## config.mk

```make
export PLATFORM = sky130hd
export DESIGN_NAME = rvalu_div
export DESIGN_NICKNAME = d
export VERILOG_FILES = /design/src/rtl/rvalu_pkg.sv /design/src/rtl/rvalu_div.sv
export SDC_FILE = /design/constraint.sdc
export NUM_CORES = 2
export LEC_CHECK = 0
export BUFFER_PORTS_ARGS = -buffer_cell sky130_fd_sc_hd__buf_4
export CAP_MARGIN = 20
export CELL_PAD_IN_SITES_DETAIL_PLACEMENT = 1
export CELL_PAD_IN_SITES_GLOBAL_PLACEMENT = 2
export CORE_MARGIN = 8
export CORE_UTILIZATION = 40
export DETAILED_ROUTE_END_ITERATION = 8
export MAX_ROUTING_LAYER = met4
export PLACE_DENSITY = 0.76
export SYNTH_ARGS = -nofsm -noshare
export SYNTH_HDL_FRONTEND = slang
export SYNTH_SLANG_ARGS = --single-unit
```

## constraint.sdc

```tcl
create_clock -name clock -period 6.7 [get_ports clock]
set_input_delay 0.335 -clock clock [delete_from_list [all_inputs] [get_ports clock]]
set_output_delay 0.335 -clock clock [all_outputs]
set_load 0.01 [all_outputs]
```

## src/rtl/rvalu_pkg.sv

```systemverilog
// Shared types and codes for the RV32IM integer execute pipeline.
// Used by rvalu_div, rv32im_integer_alu and its checker; no dependencies.
package rvalu_pkg;

   localparam int unsigned XLEN      = 32;
   localparam int unsigned DIV_STEPS = 32;

   localparam logic [2:0] ACT_REG  = 3'd0;
   localparam logic [2:0] ACT_IMM  = 3'd1;
   localparam logic [2:0] ACT_LUI  = 3'd2;
   localparam logic [2:0] ACT_AUIPC = 3'd3;
   localparam logic [2:0] ACT_JALR = 3'd4;

   localparam logic [1:0] F7_BASE   = 2'd0;
   localparam logic [1:0] F7_ALT    = 2'd1;
   localparam logic [1:0] F7_MULDIV = 2'd2;

   localparam logic [2:0] F3_ADD  = 3'd0;
   localparam logic [2:0] F3_SLL  = 3'd1;
   localparam logic [2:0] F3_SLT  = 3'd2;
   localparam logic [2:0] F3_SLTU = 3'd3;
   localparam logic [2:0] F3_XOR  = 3'd4;
   localparam logic [2:0] F3_SRL  = 3'd5;
   localparam logic [2:0] F3_OR   = 3'd6;
   localparam logic [2:0] F3_AND  = 3'd7;

   localparam logic [2:0] F3_MUL    = 3'd0;
   localparam logic [2:0] F3_MULH   = 3'd1;
   localparam logic [2:0] F3_MULHSU = 3'd2;
   localparam logic [2:0] F3_MULHU  = 3'd3;
   localparam logic [2:0] F3_DIV    = 3'd4;
   localparam logic [2:0] F3_DIVU   = 3'd5;
   localparam logic [2:0] F3_REM    = 3'd6;
   localparam logic [2:0] F3_REMU   = 3'd7;

   localparam logic [1:0] SEL_SIMPLE = 2'd0;
   localparam logic [1:0] SEL_MUL    = 2'd1;
   localparam logic [1:0] SEL_DIV    = 2'd2;
   localparam logic [1:0] SEL_REM    = 2'd3;

   localparam logic [XLEN-1:0] ALL_ONES = 32'hFFFF_FFFF;

   typedef struct packed {
      logic [2:0]      action;
      logic [2:0]      func3;
      logic [1:0]      func7_mode;
      logic [XLEN-1:0] src1;
      logic [XLEN-1:0] src2;
      logic [XLEN-1:0] immediate;
      logic [XLEN-1:0] pc_value;
   } req_type;

   typedef struct packed {
      logic            valid_res;
      logic [XLEN-1:0] result_value;
      logic            jump_taken;
      logic [XLEN-1:0] jump_target;
   } rsp_type;

   // Everything that rides alongside the divider until the final select.
   typedef struct packed {
      logic            valid;
      logic            ok;
      logic [1:0]      sel;
      logic [XLEN-1:0] simple_res;
      logic            jump;
      logic [XLEN-1:0] target;
      logic            div_zero;
      logic            neg_q;
      logic            neg_r;
      logic [XLEN-1:0] src1;
   } side_type;

endpackage

```

## src/rtl/rvalu_div.sv

```systemverilog
// Pipelined unsigned restoring divider, one quotient bit per register stage.
// Depends on rvalu_pkg for the word width and the step count.
module rvalu_div (
   input  logic                         clock,
   input  logic [rvalu_pkg::XLEN-1:0]   dividend,
   input  logic [rvalu_pkg::XLEN-1:0]   divisor,
   output logic [rvalu_pkg::XLEN-1:0]   quotient,
   output logic [rvalu_pkg::XLEN-1:0]   remainder
);

   localparam int unsigned W = rvalu_pkg::XLEN;
   localparam int unsigned N = rvalu_pkg::DIV_STEPS;

   logic [W-1:0] rem_ff [N];
   logic [W-1:0] quo_ff [N];
   logic [W-1:0] dvs_ff [N];

   // The quotient register starts out holding the dividend; its top bit is
   // shifted into the partial remainder while a quotient bit enters below.
   function automatic logic [2*W-1:0] div_step(input logic [W-1:0] rem_cur,
                                               input logic [W-1:0] quo_cur,
                                               input logic [W-1:0] dvs);
      logic [W:0] shifted;
      logic [W:0] diff;
      begin
         shifted = {rem_cur, quo_cur[W-1]};
         diff    = shifted - {1'b0, dvs};
         if (!diff[W]) begin
            div_step = {diff[W-1:0], quo_cur[W-2:0], 1'b1};
         end else begin
            div_step = {shifted[W-1:0], quo_cur[W-2:0], 1'b0};
         end
      end
   endfunction

   always_ff @(posedge clock) begin
      {rem_ff[0], quo_ff[0]} <= div_step('0, dividend, divisor);
      dvs_ff[0]              <= divisor;
   end

   for (genvar i = 1; i < N; i++) begin : g_step
      always_ff @(posedge clock) begin
         {rem_ff[i], quo_ff[i]} <= div_step(rem_ff[i-1], quo_ff[i-1], dvs_ff[i-1]);
         dvs_ff[i]              <= dvs_ff[i-1];
      end
   end

   assign quotient  = quo_ff[N-1];
   assign remainder = rem_ff[N-1];

endmodule

```

* Word level (Yosys, flattened, before mapping)
Memory sizes are Yosys's and may differ from the RTL's.
Index checks and enable logic that the tools add are counted.
Widths: inputs -> output; s select.
** Word-level totals
- Memories :: 1
- Output and inout bits :: 64
- Memory bits (writable) :: 1024
- Flip-flop bits (word level) :: 2048
** Memories
- dvs_ff :: depth 32, width 32, read ports 31, clocked after memory_dff 0, wr ports 32, RTL line rvalu_div.sv:16 : logic [W-1:0] dvs_ff [N];
** Cells by class
- Mux-type cells :: 32
- Add/subtract/negate cells :: 32
** Operators by type and width (count)
- $mux 64 :: 31
- $sub 33x32->33 :: 31
- $mux 33 :: 1
- $sub 1x32->33 :: 1

* Logic depth before layout (Yosys ltp)
An unclocked memory read counts as a cell.
- Depth in word-level cells :: 3
- Mapped depth :: 16
- Mapped depth without buffers :: 15

* Least setup slack after synthesis
OpenSTA, ideal clock, no wires.
- Kind :: register to register
- Start :: register quo_ff[991] (netlist bit)
- End :: register rem_ff[952] (netlist bit)
- Arrival :: 3.446 ns
- Setup slack :: 3.133 ns
- Buffers on the path :: 1
- Stages on the path, launching flop included :: 16
- Library setup time :: 0.121 ns
- Cell sequence :: dfxtp_1 > inv_1 > ha_1 > fa_1 > nor2b_1 > o31a_2 > nor3_1 > o31ai_2 > a31oi_1 > o21a_1 > o21bai_2 > a21oi_1 > o41ai_2 > xor2_2 > buf_6 > mux2_2
** On the way
- Word-level cells in the longest chain between the ends :: 2
** RTL lines
- from (decl) :: RTL line rvalu_div.sv:15 : logic [W-1:0] quo_ff [N];
- from (signal, indexed assignment) :: RTL line rvalu_div.sv:43 : {rem_ff[i], quo_ff[i]} <= div_step(rem_ff[i-1], quo_ff[i-1], dvs_ff[i-1]);
- $sub 33x32->33 :: RTL line rvalu_div.sv:27 : diff = shifted - {1'b0, dvs};
- $mux 64 :: RTL line rvalu_div.sv:28 : if (!diff[W]) begin
- to (signal, indexed assignment) :: RTL line rvalu_div.sv:43
- to (decl) :: RTL line rvalu_div.sv:14 : logic [W-1:0] rem_ff [N];
No other way between the ends.
A chain may end at the register's enable or synchronous reset.

* Worst setup path in the final report
- Start :: register quo_ff[991] (netlist bit)
- End :: register rem_ff[956] (netlist bit)
Same word-level chain as after synthesis.

==> impl_metrics.json <==
{
  "vias_per_cell": 5.05,
  "routabilityCongestion": 0.881,
  "crit_chain": "inv_1, ha_1, fa_1, nor2b_1, o31a_2, nor3_1, o31ai_2, a31oi_1, o21a_1, o21bai_2, a21oi_1, o41ai_2, xor2_4, buf_4, mux2_2",
  "relSlewSlack": 0.253,
  "cts-root-buf": "clkbuf_16",
  "routed_wl_um": 305000,
  "rows": 204,
  "cts_tree": "yes",
  "drt-met1-wl_um": 142000,
  "grt_pass1_vias": 90000,
  "synth.yosys.seq_area_share": 0.490,
  "final_common_cell": "dfxtp_1",
  "vias": 84500,
  "tightest_slew_ns": 1.11,
  "min_period_ns": 5.15,
  "drv_cap": 0,
  "min_delay_path_depth": 2,
  "hp-start": "dividend[16]",
  "synth.avg_cell_area_um2": 10.3,
  "cp.required_ns": 7.46,
  "clk_pin_slew_ns": 0.06,
  "path_class": "flip-flop to flip-flop",
  "wl_met2_um": 143000,
  "async_reset_ff_frac": 0,
  "coreArea_um2": 309000,
  "yosysTopAreaCell": "dfxtp_1",
  "setup_violations": 0,
  "ys_warn_count": 0,
  "maxSlewViolCount": 0,
  "grt_max_degree": 66,
  "route.detailed.drc": 0,
  "yosysUniqueCellTypes": 103,
  "ios": 129,
  "cts.sinks": 3040,
  "fillers": 33600,
  "drt_iter0_markers": 3677,
  "start_kind": "flip-flop",
  "start_util": 0.402,
  "fin_skew_ns": 0.0599,
  "post-cts-setup-buffer-count": 0,
  "post_route_cells_drive_above_1_share": 0.124,
  "die_width_um": 573,
  "cpPeakStageDelay_ns": 0.81,
  "cp_slowest_cell": "xor2_4",
  "yosys-top-cells-area": "dfxtp_1 49%, ha_1 10%, mux2_2 6.0%, xnor2_1 3.7%, inv_1 3.7%",
  "end_kind": "flip-flop",
  "path_max_fanout": 27,
  "grt_pass1_wl_um": 489000,
  "cts_buffer_depth": 4,
  "dpl-instance-area_um2": 129000,
  "area_delta_synth_final_pct": 14.4,
  "ir_worst_vdd_uv": 253,
  "syn_inst": 12000,
  "r2r-end": "rem_ff[956]$_DFF_P_",
  "stdcell_count": 16700,
  "grt_overflow": 0,
  "cts_buffers": 334,
  "cellLeakagePower_nw": 64.9,
  "mostFrequentLayoutCells": "3,040 x dfxtp_1, 1,215 x inv_1, 994 x ha_1, 834 x a21oi_1, 661 x mux2_2",
  "rrSetupSlack_ns": 1.55,
  "register_area_um2": 60900,
  "place_inst": 16000,
  "die_h_um": 573,
  "critical_path.startpoint": "quo_ff[991]$_DFF_P_",
  "power_density_nw_per_um2": 600,
  "wire_per_inst_um": 18.2,
  "final_area_um2": 142000,
  "dieArea_um2": 329000,
  "nets": 13400,
  "cts_max_level": 5,
  "ant_nets": 0,
  "highest_layer": "met4",
  "pre_cts_slack_ns": 1.63,
  "finalSetupTns_ns": 0,
  "route.met3.wl_um": 11600,
  "port_buffers": 128,
  "antenna_found_initial": 17,
  "synth_top_area_frac": 0.490,
  "status": "finished, final reports clean",
  "min_to": "quo_ff[1009]$_DFF_P_",
  "synth_edf_count": 0,
  "clkLatencyLatePin_ns": 0.91,
  "period_share": 0.768,
  "netlist_area_um2": 124000,
  "hold_violations": 0,
  "finalPower_mw": 85.3,
  "dr.pass1.iters": 5,
  "multi_input_area_um2": 57600,
  "grt_usage": 0.185,
  "r2r-start": "quo_ff[991]$_DFF_P_",
  "arrival_ns": 5.91,
  "setup_ws_ns": 1.55,
  "synth_ff_type": "dfxtp_1",
  "reg2reg_depth": 15,
  "hold_path.class": "input pin to flip-flop",
  "fmax_mhz": 194,
  "rsz0062_at_grt": "false",
  "synth_seq_cells": 3040,
  "dp.final_hpwl_um": 239000
}
## cell usage after synthesis, types with 105 or more instances
master / count
nor2_1: 468
nand2b_1: 121
nand2_1: 636
xor2_1: 310
a21oi_1: 834
o21a_1: 194
nand4_1: 105
mux2_2: 661
nand3_1: 134
dfxtp_1: 3040
xnor2_1: 526
nor2b_1: 130
inv_1: 1215
clkbuf_1: 133
o21ai_0: 611
a21o_1: 397
ha_1: 994
## where the power goes
| group | internal [mW] | total, mW | switching [mW] |
|---|---|---|---|
| clock network | 11.6 | 19.1 | 7.53 |
| registers | 23.8 | 26.9 | 3.17 |
| logic | 18.5 | 39.3 | 20.8 |
## through the flow
stage,hold WS [ns],utilization
CTS,0.00265,0.460
detailed placement,0.313,0.419
global placement,0.309,0.419
floorplan,0.310,-
finish,0.100,0.460
global route,0.0232,0.460
## metal layers
metal | GRT usage | vias to the layer above
met4 | 0.0492 | 0
met2 | 0.308 | 1040
li1 | - | 42100
met5 | - | -
met1 | 0.234 | 40900
met3 | 0.0290 | 469
## flip-flops by register name (all words and copies together) (netlist names)
name       cells
remainder     32
dvs_ff       992
quo_ff       992
rem_ff       992
quotient      32
## critical path, delay by kind of cell (launching register included)
kind / cells / cell delay [ns]
adder cells (fa/ha/maj): 2 / 0.64
multiplexers: 1 / 0.35
AND/OR/NAND/NOR: 2 / 0.26
AO/OA/AOI/OAI: 7 / 2.24
flip-flops: 1 / 0.32
XOR/XNOR: 1 / 0.81
buffers and inverters: 2 / 0.37
## worst max-delay path by stage
stage                           to  slack, ns  depth (start not counted)
2_1_floorplan  rem_ff[952]$_DFF_P_       3.13                         15
3_3_place_gp   rem_ff[705]$_DFF_P_       1.15                         13
4_1_cts        rem_ff[956]$_DFF_P_       1.55                         15
6_report       rem_ff[956]$_DFF_P_       1.55                         15
5_1_grt        rem_ff[956]$_DFF_P_       1.28                         15
3_5_place_dp   rem_ff[958]$_DFF_P_       1.63                         15
## timing repair
action / 4_1_cts / 5_1_grt
gates resized for setup: 0 / 0
hold buffers: 85 / 0
endpoints found under the setup margin: 0 / 0
endpoints found under the hold margin: 80 / 0
## cells by family after synthesis
logic type,count (synthesis),synth area share
flops,3040,0.490
compound gates,2878,0.150
simple gates,1931,0.0737
buf+inv,1503,0.0491
fa+ha+maj,1025,0.105
xor+xnor,845,0.0602
mux,785,0.0721
other cells,1,0.0000302
## final cells by class
class / count / area share
antenna: 6 / 0.000106
clock buffer: 469 / 0.0687
clock inverter: 143 / 0.0140
inverter: 1216 / 0.0321
multi-input combinational: 7479 / 0.405
sequential: 3040 / 0.428
tap: 4120 / 0.0363
timing repair buffer: 253 / 0.0153
No activity file was read; power rests on OpenSTA's default activity.
